`src/design/assert_macros.svh`:
```
// Assertion macros shared by the datapath and controller files.
// Each macro clocks on clk and is switched off while rst_n is low.
`ifndef ASSERT_MACROS_SVH
`define ASSERT_MACROS_SVH

// The consequent must hold in the same cycle as the antecedent.
`define ASSERT_SAME(label, ante, cons, msg) \
    label: assert property (@(posedge clk) disable iff (!rst_n) (ante) |-> (cons)) \
        else $error(msg);

// The consequent must hold in the cycle after the antecedent.
`define ASSERT_NEXT(label, ante, cons, msg) \
    label: assert property (@(posedge clk) disable iff (!rst_n) (ante) |=> (cons)) \
        else $error(msg);

`endif

```
`src/design/zzdr_pkg.sv`:
```
package zzdr_pkg;

    localparam int MAX_DIM     = 8;
    localparam int STORE_DEPTH = MAX_DIM * MAX_DIM;
    localparam int DATA_W      = 32;
    localparam int DIM_W       = 4;
    localparam int IDX_W       = 3;
    localparam int ADDR_W      = 6;
    localparam int CNT_W       = 7;
    localparam int DIAG_W      = 4;
    localparam int PADDR_W     = 3;
    localparam int PDATA_W     = 32;

    // Register word indexes, taken from paddr[2].
    localparam logic REG_ROW_COUNT = 1'b0;
    localparam logic REG_COL_COUNT = 1'b1;

    // Commands from the controller to the datapath.
    typedef struct packed {
        logic load;         // write the arriving word into the store
        logic count_inc;    // advance the load count
        logic count_clear;  // return the load count to zero
        logic walk_init;    // place the walker on the first cell
        logic walk_step;    // read the current cell and move the walker on
    } zzdr_cmd_t;

    // Status from the datapath to the controller.
    typedef struct packed {
        logic full;       // the arriving word completes the matrix
        logic walk_last;  // the walker sits on the final cell
    } zzdr_status_t;

    // A dimension register of zero acts as one, above MAX_DIM as MAX_DIM.
    function automatic logic [DIM_W-1:0] eff_dim(input logic [DIM_W-1:0] v);
        logic [DIM_W-1:0] res;
        if (v == '0)
        begin
            res = DIM_W'(1);
        end
        else if (v > DIM_W'(MAX_DIM))
        begin
            res = DIM_W'(MAX_DIM);
        end
        else
        begin
            res = v;
        end
        return res;
    endfunction

endpackage

```
`src/design/zigzag_diagonal_reorder.sv`:
```
// Zigzag diagonal reorder. Matrix elements arrive in row-major order, one
// word per accepted start (start high while busy is low). The matrix size is
// taken from the row_count register (byte address 0) and the col_count
// register (byte address 4); a value of zero acts as one and a value above
// eight acts as eight. Busy stays low while loading, so words may be offered
// on every cycle. The word that completes the matrix (the load count reaching
// or passing rows * cols under the current registers) starts a run: busy rises
// at the next cycle and stays high while the walker reads the single store
// port one cell per cycle. Results follow in the cycle after each read, one
// word per cycle on result_valid, in zigzag diagonal order with the cell's
// row and column alongside, and last_of_run marks the final word. The first
// result is on the ports in the cycle after the run begins. The receiver
// cannot stall: each result is present for one cycle only and must be taken
// then. The size registers should only be written while the block is idle.
module zigzag_diagonal_reorder
    import zzdr_pkg::*;
(
    input  logic                     clk,
    input  logic                     rst_n,
    input  logic                     psel,
    input  logic                     penable,
    input  logic                     pwrite,
    input  logic [PADDR_W-1:0]       paddr,
    input  logic [PDATA_W-1:0]       pwdata,
    output logic [PDATA_W-1:0]       prdata,
    output logic                     pready,
    input  logic                     start,
    output logic                     busy,
    input  logic signed [DATA_W-1:0] element,
    output logic                     result_valid,
    output logic signed [DATA_W-1:0] out_value,
    output logic [IDX_W-1:0]         out_row,
    output logic [IDX_W-1:0]         out_col,
    output logic                     last_of_run
);

    // Effective matrix dimensions, already clamped into range.
    logic [DIM_W-1:0] rows;
    logic [DIM_W-1:0] cols;

    // Controller to datapath commands and the status that comes back.
    zzdr_cmd_t    cmd;
    zzdr_status_t status;

    // Configuration registers behind the APB-style port.
    zzdr_regs u_regs
    (
        .clk     (clk),
        .rst_n   (rst_n),
        .psel    (psel),
        .penable (penable),
        .pwrite  (pwrite),
        .paddr   (paddr),
        .pwdata  (pwdata),
        .prdata  (prdata),
        .pready  (pready),
        .rows    (rows),
        .cols    (cols)
    );

    // The controller decides between loading and running the traversal.
    zzdr_ctrl u_ctrl
    (
        .clk    (clk),
        .rst_n  (rst_n),
        .start  (start),
        .status (status),
        .cmd    (cmd),
        .busy   (busy)
    );

    // The datapath holds the store, the load count, the diagonal walker and
    // the registered result word.
    zzdr_datapath u_datapath
    (
        .clk          (clk),
        .rst_n        (rst_n),
        .cmd          (cmd),
        .rows         (rows),
        .cols         (cols),
        .element      (element),
        .status       (status),
        .result_valid (result_valid),
        .out_value    (out_value),
        .out_row      (out_row),
        .out_col      (out_col),
        .last_of_run  (last_of_run)
    );

endmodule

```
`src/design/zzdr_regs.sv`:
```
module zzdr_regs
    import zzdr_pkg::*;
(
    input  logic               clk,
    input  logic               rst_n,
    input  logic               psel,
    input  logic               penable,
    input  logic               pwrite,
    input  logic [PADDR_W-1:0] paddr,
    input  logic [PDATA_W-1:0] pwdata,
    output logic [PDATA_W-1:0] prdata,
    output logic               pready,
    output logic [DIM_W-1:0]   rows,
    output logic [DIM_W-1:0]   cols
);

    logic [DIM_W-1:0] row_count_reg;
    logic [DIM_W-1:0] col_count_reg;
    logic             wr_en;
    logic             reg_idx;

    assign pready  = 1'b1;
    assign wr_en   = psel && penable && pwrite;
    assign reg_idx = paddr[2];

    always_ff @(posedge clk or negedge rst_n)
    begin
        if (!rst_n)
        begin
            row_count_reg <= DIM_W'(MAX_DIM);
            col_count_reg <= DIM_W'(MAX_DIM);
        end
        else if (wr_en)
        begin
            unique case (reg_idx)
                REG_ROW_COUNT: row_count_reg <= pwdata[DIM_W-1:0];
                REG_COL_COUNT: col_count_reg <= pwdata[DIM_W-1:0];
                default:       row_count_reg <= row_count_reg;
            endcase
        end
    end

    always_comb
    begin
        unique case (reg_idx)
            REG_ROW_COUNT: prdata = PDATA_W'(row_count_reg);
            REG_COL_COUNT: prdata = PDATA_W'(col_count_reg);
            default:       prdata = '0;
        endcase
    end

    assign rows = eff_dim(row_count_reg);
    assign cols = eff_dim(col_count_reg);

endmodule

```
`src/design/zzdr_datapath.sv`:
```
`include "assert_macros.svh"

module zzdr_datapath
    import zzdr_pkg::*;
(
    input  logic                     clk,
    input  logic                     rst_n,
    input  zzdr_cmd_t                cmd,
    input  logic [DIM_W-1:0]         rows,
    input  logic [DIM_W-1:0]         cols,
    input  logic signed [DATA_W-1:0] element,
    output zzdr_status_t             status,
    output logic                     result_valid,
    output logic signed [DATA_W-1:0] out_value,
    output logic [IDX_W-1:0]         out_row,
    output logic [IDX_W-1:0]         out_col,
    output logic                     last_of_run
);

    logic [DATA_W-1:0] mem [STORE_DEPTH];

    logic [ADDR_W-1:0] count_reg;
    logic [IDX_W-1:0]  row_reg;
    logic [IDX_W-1:0]  row_next;
    logic [IDX_W-1:0]  col_reg;
    logic [IDX_W-1:0]  col_next;
    logic [DIAG_W-1:0] diag_reg;
    logic [DIAG_W-1:0] diag_next;

    logic [DATA_W-1:0] rd_data_reg;
    logic              valid_reg;
    logic              last_reg;
    logic [IDX_W-1:0]  out_row_reg;
    logic [IDX_W-1:0]  out_col_reg;

    logic [2*DIM_W-1:0] total_prod;
    logic [CNT_W-1:0]   total;
    logic [DIM_W-1:0]   rows_m1;
    logic [DIM_W-1:0]   cols_m1;
    logic [DIAG_W:0]    last_diag;
    logic [DIAG_W-1:0]  s1;
    logic [DIAG_W-1:0]  r4;
    logic [DIAG_W-1:0]  c4;
    logic               end_of_diag;
    logic               walk_last;
    logic [CNT_W-1:0]   rd_prod;
    logic [ADDR_W-1:0]  rd_addr;

    assign total_prod = {{DIM_W{1'b0}}, rows} * {{DIM_W{1'b0}}, cols};
    assign total      = total_prod[CNT_W-1:0];
    assign rows_m1    = rows - DIM_W'(1);
    assign cols_m1    = cols - DIM_W'(1);
    assign last_diag  = (DIAG_W+1)'(rows) + (DIAG_W+1)'(cols) - (DIAG_W+1)'(2);

    assign status.full      = (CNT_W'(count_reg) + CNT_W'(1)) >= total;
    assign status.walk_last = walk_last;

    // Even diagonals run up-right, odd ones down-left.
    always_comb
    begin
        if (!diag_reg[0])
        begin
            end_of_diag = (row_reg == '0) || (DIM_W'(col_reg) == cols_m1);
        end
        else
        begin
            end_of_diag = (col_reg == '0) || (DIM_W'(row_reg) == rows_m1);
        end
        walk_last = end_of_diag && ({1'b0, diag_reg} == last_diag);

        s1 = diag_reg + DIAG_W'(1);
        if (!s1[0])
        begin
            r4 = (s1 < rows_m1) ? s1 : rows_m1;
            c4 = s1 - r4;
        end
        else
        begin
            c4 = (s1 < cols_m1) ? s1 : cols_m1;
            r4 = s1 - c4;
        end

        if (end_of_diag)
        begin
            diag_next = s1;
            row_next  = r4[IDX_W-1:0];
            col_next  = c4[IDX_W-1:0];
        end
        else if (!diag_reg[0])
        begin
            diag_next = diag_reg;
            row_next  = row_reg - IDX_W'(1);
            col_next  = col_reg + IDX_W'(1);
        end
        else
        begin
            diag_next = diag_reg;
            row_next  = row_reg + IDX_W'(1);
            col_next  = col_reg - IDX_W'(1);
        end
    end

    assign rd_prod = CNT_W'(row_reg) * CNT_W'(cols) + CNT_W'(col_reg);
    assign rd_addr = rd_prod[ADDR_W-1:0];

    always_ff @(posedge clk or negedge rst_n)
    begin
        if (!rst_n)
        begin
            count_reg <= '0;
            row_reg   <= '0;
            col_reg   <= '0;
            diag_reg  <= '0;
            valid_reg <= 1'b0;
            last_reg  <= 1'b0;
        end
        else
        begin
            if (cmd.count_clear)
            begin
                count_reg <= '0;
            end
            else if (cmd.count_inc)
            begin
                count_reg <= count_reg + ADDR_W'(1);
            end

            if (cmd.walk_init)
            begin
                row_reg  <= '0;
                col_reg  <= '0;
                diag_reg <= '0;
            end
            else if (cmd.walk_step)
            begin
                row_reg  <= row_next;
                col_reg  <= col_next;
                diag_reg <= diag_next;
            end

            valid_reg <= cmd.walk_step;
            last_reg  <= cmd.walk_step && walk_last;
        end
    end

    // Store and registered read port.
    always_ff @(posedge clk)
    begin
        if (cmd.load)
        begin
            mem[count_reg] <= element;
        end
        if (cmd.walk_step)
        begin
            rd_data_reg <= mem[rd_addr];
            out_row_reg <= row_reg;
            out_col_reg <= col_reg;
        end
    end

    assign result_valid = valid_reg;
    assign out_value    = rd_data_reg;
    assign out_row      = out_row_reg;
    assign out_col      = out_col_reg;
    assign last_of_run  = last_reg;

    `ASSERT_SAME(a_walk_in_matrix, cmd.walk_step,
        (DIM_W'(row_reg) < rows) && (DIM_W'(col_reg) < cols),
        "walker left the matrix")
    `ASSERT_NEXT(a_read_gives_word, cmd.walk_step, result_valid,
        "read issued without a result word")
    `ASSERT_SAME(a_last_is_word, last_of_run, result_valid,
        "last mark without a result word")

endmodule

```
`src/design/zzdr_ctrl.sv`:
```
`include "assert_macros.svh"

module zzdr_ctrl
    import zzdr_pkg::*;
(
    input  logic         clk,
    input  logic         rst_n,
    input  logic         start,
    input  zzdr_status_t status,
    output zzdr_cmd_t    cmd,
    output logic         busy
);

    localparam logic ST_IDLE = 1'b0;
    localparam logic ST_EMIT = 1'b1;

    logic state_reg;
    logic state_next;

    always_ff @(posedge clk or negedge rst_n)
    begin
        if (!rst_n)
        begin
            state_reg <= ST_IDLE;
        end
        else
        begin
            state_reg <= state_next;
        end
    end

    always_comb
    begin
        cmd        = '0;
        state_next = state_reg;
        unique case (state_reg)
            ST_IDLE:
            begin
                if (start)
                begin
                    cmd.load = 1'b1;
                    if (status.full)
                    begin
                        cmd.count_clear = 1'b1;
                        cmd.walk_init   = 1'b1;
                        state_next      = ST_EMIT;
                    end
                    else
                    begin
                        cmd.count_inc = 1'b1;
                    end
                end
            end
            ST_EMIT:
            begin
                cmd.walk_step = 1'b1;
                if (status.walk_last)
                begin
                    state_next = ST_IDLE;
                end
            end
            default:
            begin
                state_next = ST_IDLE;
            end
        endcase
    end

    assign busy = (state_reg == ST_EMIT);

    `ASSERT_NEXT(a_full_starts_run, (state_reg == ST_IDLE) && start && status.full,
        state_reg == ST_EMIT, "completed matrix did not start a run")
    `ASSERT_NEXT(a_run_ends, (state_reg == ST_EMIT) && status.walk_last,
        state_reg == ST_IDLE, "run did not end on the final cell")
    `ASSERT_SAME(a_no_load_in_run, state_reg == ST_EMIT, !cmd.load && !cmd.count_inc,
        "store written during a run")

endmodule
```
`config.mk`:
```
export PLATFORM = sky130hd
export DESIGN_NAME = zigzag_diagonal_reorder
export DESIGN_NICKNAME = d
export VERILOG_FILES = /design/src/design/zzdr_pkg.sv /design/src/design/zigzag_diagonal_reorder.sv /design/src/design/zzdr_regs.sv /design/src/design/zzdr_datapath.sv /design/src/design/zzdr_ctrl.sv
export VERILOG_INCLUDE_DIRS = /design/src /design/src/design
export SDC_FILE = /design/constraint.sdc
export NUM_CORES = 2
export LEC_CHECK = 0
export ABC_CLOCK_PERIOD_IN_PS = 5400
export BUFFER_PORTS_ARGS = -buffer_cell sky130_fd_sc_hd__buf_2
export CORE_ASPECT_RATIO = 1.2
export CORE_MARGIN = 1.5
export CORE_UTILIZATION = 40
export DETAILED_ROUTE_END_ITERATION = 10
export PLACE_DENSITY_LB_ADDON = 0.25
export SYNTH_ARGS = -nofsm -noshare
export SYNTH_HDL_FRONTEND = slang
export SYNTH_HIERARCHICAL = 1
export SYNTH_SLANG_ARGS = --single-unit
```
`constraint.sdc`:
```
create_clock -name clk -period 5.4 [get_ports clk]
set_input_delay 0.54 -clock clk [delete_from_list [all_inputs] [get_ports clk]]
set_output_delay 0.54 -clock clk [all_outputs]
set_load 0.03 [all_outputs]
```
==> flow_metrics.py <==
metrics = {
    "sta": {
        "rsz0062_at_grt": "no",
        "setup_slack_ns": 0.264,
        "finalSetupViolCount": 0,
        "tightest_slew_ns": 1.25,
        "finalCriticalPeriod_ns": 5.14,
        "fin_crit_sh": 0.951,
        "timing.final.hold_violations": 0,
        "clock_skew_ns": 0.0319,
        "tns_ns": 0,
        "drv_slew": 0,
        "maxSlewHeadroom": 0.169,
        "max_freq_mhz": 195,
    },
    "synthesis": {
        "synth.avg_cell_area_sq_um": 24.0,
        "synth_edf_count": 2086,
        "async_reset_ff_frac": 0.0128,
        "synth_top_area_frac": 0.761,
        "synth_area_leaders": "edfxtp_1 76%, mux4_2 18%, dfrtp_1 0.76%",
        "yosys_register_bits": 2113,
        "ys_types": 47,
        "yosysTopAreaCell": "edfxtp_1",
        "synth_seq_area_share": 0.769,
        "netlist_area_sq_um": 82300,
        "synthCells": 3426,
        "synth-main-ff-cell": "edfxtp_1",
        "ys_warn_count": 6,
    },
    "place": {
        "gp_congestion": 0.794,
        "dp_slack_ns": 0.234,
        "hpwl_um": 122000,
        "portBuffers": 87,
    },
    "route": {
        "drt-total-wl_um": 211000,
        "vias_per_cell": 5.76,
        "postRouteAntennaNets": 0,
        "drc": 0,
        "num_vias": 37900,
        "detail_route.wl_per_cell_um": 32.0,
        "drtIter0Drc": 4013,
        "dr.pass1.iters": 5,
    },
    "power_and_ir_drop": {
        "vdd_ir_drop_max_v": 0.000655,
        "leakage_nw": 29.4,
        "power.density_nw_per_um2": 677,
    },
    "flow_run": {
        "maxCapViolations": 0,
    },
    "floorplan": {
        "initial_core_util": 0.402,
        "floorplan.rows": 182,
        "coreArea_sq_um": 205000,
        "dieArea_sq_um": 208000,
        "die_width_um": 417,
        "io_pins": 147,
        "die_h_um": 500,
    },
    "clock_network": {
        "cts_inserted_buffers": 201,
        "hold_buffers": 6,
        "clk_pin_slew_ns": 0.06,
        "cts_setup_buffers": 0,
        "clock_latency_ns": 0.84,
        "clock_path_buffers": 3,
        "cts_root_buf": "clkbuf_16",
        "cts_tree": "yes",
        "numClockSinks": 2113,
        "cts_resized": 0,
        "h-tree-depth": 4,
    },
    "grt": {
        "antenna_found_initial": 38,
        "grt_remaining_overflow": 0,
        "groute.usage.overall": 0.204,
        "grt_pass1_wl_um": 298000,
        "grt_pass1_vias": 38900,
        "grt_max_degree": 65,
    },
    "finish": {
        "multi_input_area_sq_um": 18500,
        "area_growth_pct": 14.1,
        "final_cell_mix": "2086 x edfxtp_1, 658 x mux4_2, 203 x clkbuf_16",
        "final_common_cell": "edfxtp_1",
        "nNetsFinal": 3865,
        "seqCellArea_sq_um": 63300,
        "drive_gt1_frac": 0.333,
        "fillerInstances": 16800,
        "largest_reg_flops": 2048,
    },
    "worst_setup_path": {
        "reg2reg_from": "u_regs/col_count_reg[1]",
        "critPathArrivalTime_ns": 5.70,
        "reg2reg_slack_ns": 0.26,
        "worstPathMaxFanout": 17,
        "critPathRequiredTime_ns": 5.96,
        "crit_type": "flop to flop",
        "reg2reg_depth": 11,
        "worstReg2RegEnd": "u_datapath/out_value[26]",
        "end_kind": "flop",
        "start_kind": "flop",
    },
    "min_path": {
        "hold_path_end": "u_regs/row_count_reg[0]",
        "worstHoldPathType": "primary input to flop",
        "holdPathStages": 3,
        "worstHoldStart": "penable",
    },
    "status": {
        "status": "finished, final reports clean",
    },
}
worst max path at each step:
stage / depth (start not counted) / slack (ns) / endpoint / startpoint
final: 11 / 0.26 / u_datapath/out_value[26] / u_regs/col_count_reg[1]
after global placement: 11 / 0.25 / u_datapath/out_value[17] / u_regs/col_count_reg[1]
after global routing: 11 / 0.11 / u_datapath/out_value[17] / u_regs/col_count_reg[1]
after CTS: 12 / 0.21 / u_datapath/out_value[1] / u_regs/col_count_reg[1]
after detailed placement: 12 / 0.23 / u_datapath/out_value[1] / u_regs/col_count_reg[1]
after floorplan: 15 / 0.70 / u_datapath/out_value[30] / u_regs/col_count_reg[1]
worst max-delay path: stages, from the launching register on:
cell	delay, ns
dfrtp_1	0.41
o21ba_2	0.22
nor2_1	0.30
nand2_1	0.12
fa_1	0.51
fa_1	0.46
fa_4	0.83
buf_12	0.22
buf_4	0.27
mux4_2	0.32
mux4_2	0.62
mux4_2	0.53
metal layers:
layer  track usage  share of wire
met5             0        0.00011
met3        0.0313          0.063
met4        0.0486          0.021
met2         0.348           0.51
met1         0.275           0.40
logic make-up (layout without fill, tap and decap cells):
kind of cell,Yosys count,count (layout),share of synthesized area
flops,2113,2113,0.769
buf+inv,239,685,0.0137
xor+xnor,43,43,0.00458
simple gates,202,202,0.0117
compound gates,76,76,0.00591
fa+ha+maj,60,60,0.0103
other cells,2,40,0.0000913
mux,691,691,0.184
where the power goes:
part           switching (W)  internal, W
clock network        0.00605      0.00748
logic                 0.0160       0.0150
registers           0.000375       0.0186
cells in the mapped netlist, drive strengths merged, types with 15 or more instances:
master	n
a211oi	15
a21oi	33
buf	121
clkbuf	83
dfrtp	25
edfxtp	2086
ha	47
inv	35
mux2i	19
mux4	658
nand2	26
nor2	102
nor2b	25
xnor2	24
xor2	19
per-stage QoR:
stage	utilization	std cells	total power (W)	area (sq um)	hold WS [ns]
final	0.459	6578	0.0636	93900	0.141
after global routing	0.459	6571	0.0661	93900	0.113
after CTS	0.459	6567	0.0643	93900	0.0700
after detailed placement	0.428	6191	0.0507	87600	0.542
after global placement	0.428	6191	0.0507	87600	0.548
after floorplan	-	3453	0.0393	82400	0.244
cell type report:
class | instances | share of cell area
timing repair buffer | 280 | 0.0250
tap | 2668 | 0.0355
clock buffer | 248 | 0.0559
clock inverter | 122 | 0.0108
inverter | 35 | 0.00140
sequential | 2113 | 0.674
multi-input combinational | 1101 | 0.197
antenna | 11 | 0.000293
(Power assumes the default switching activity.)
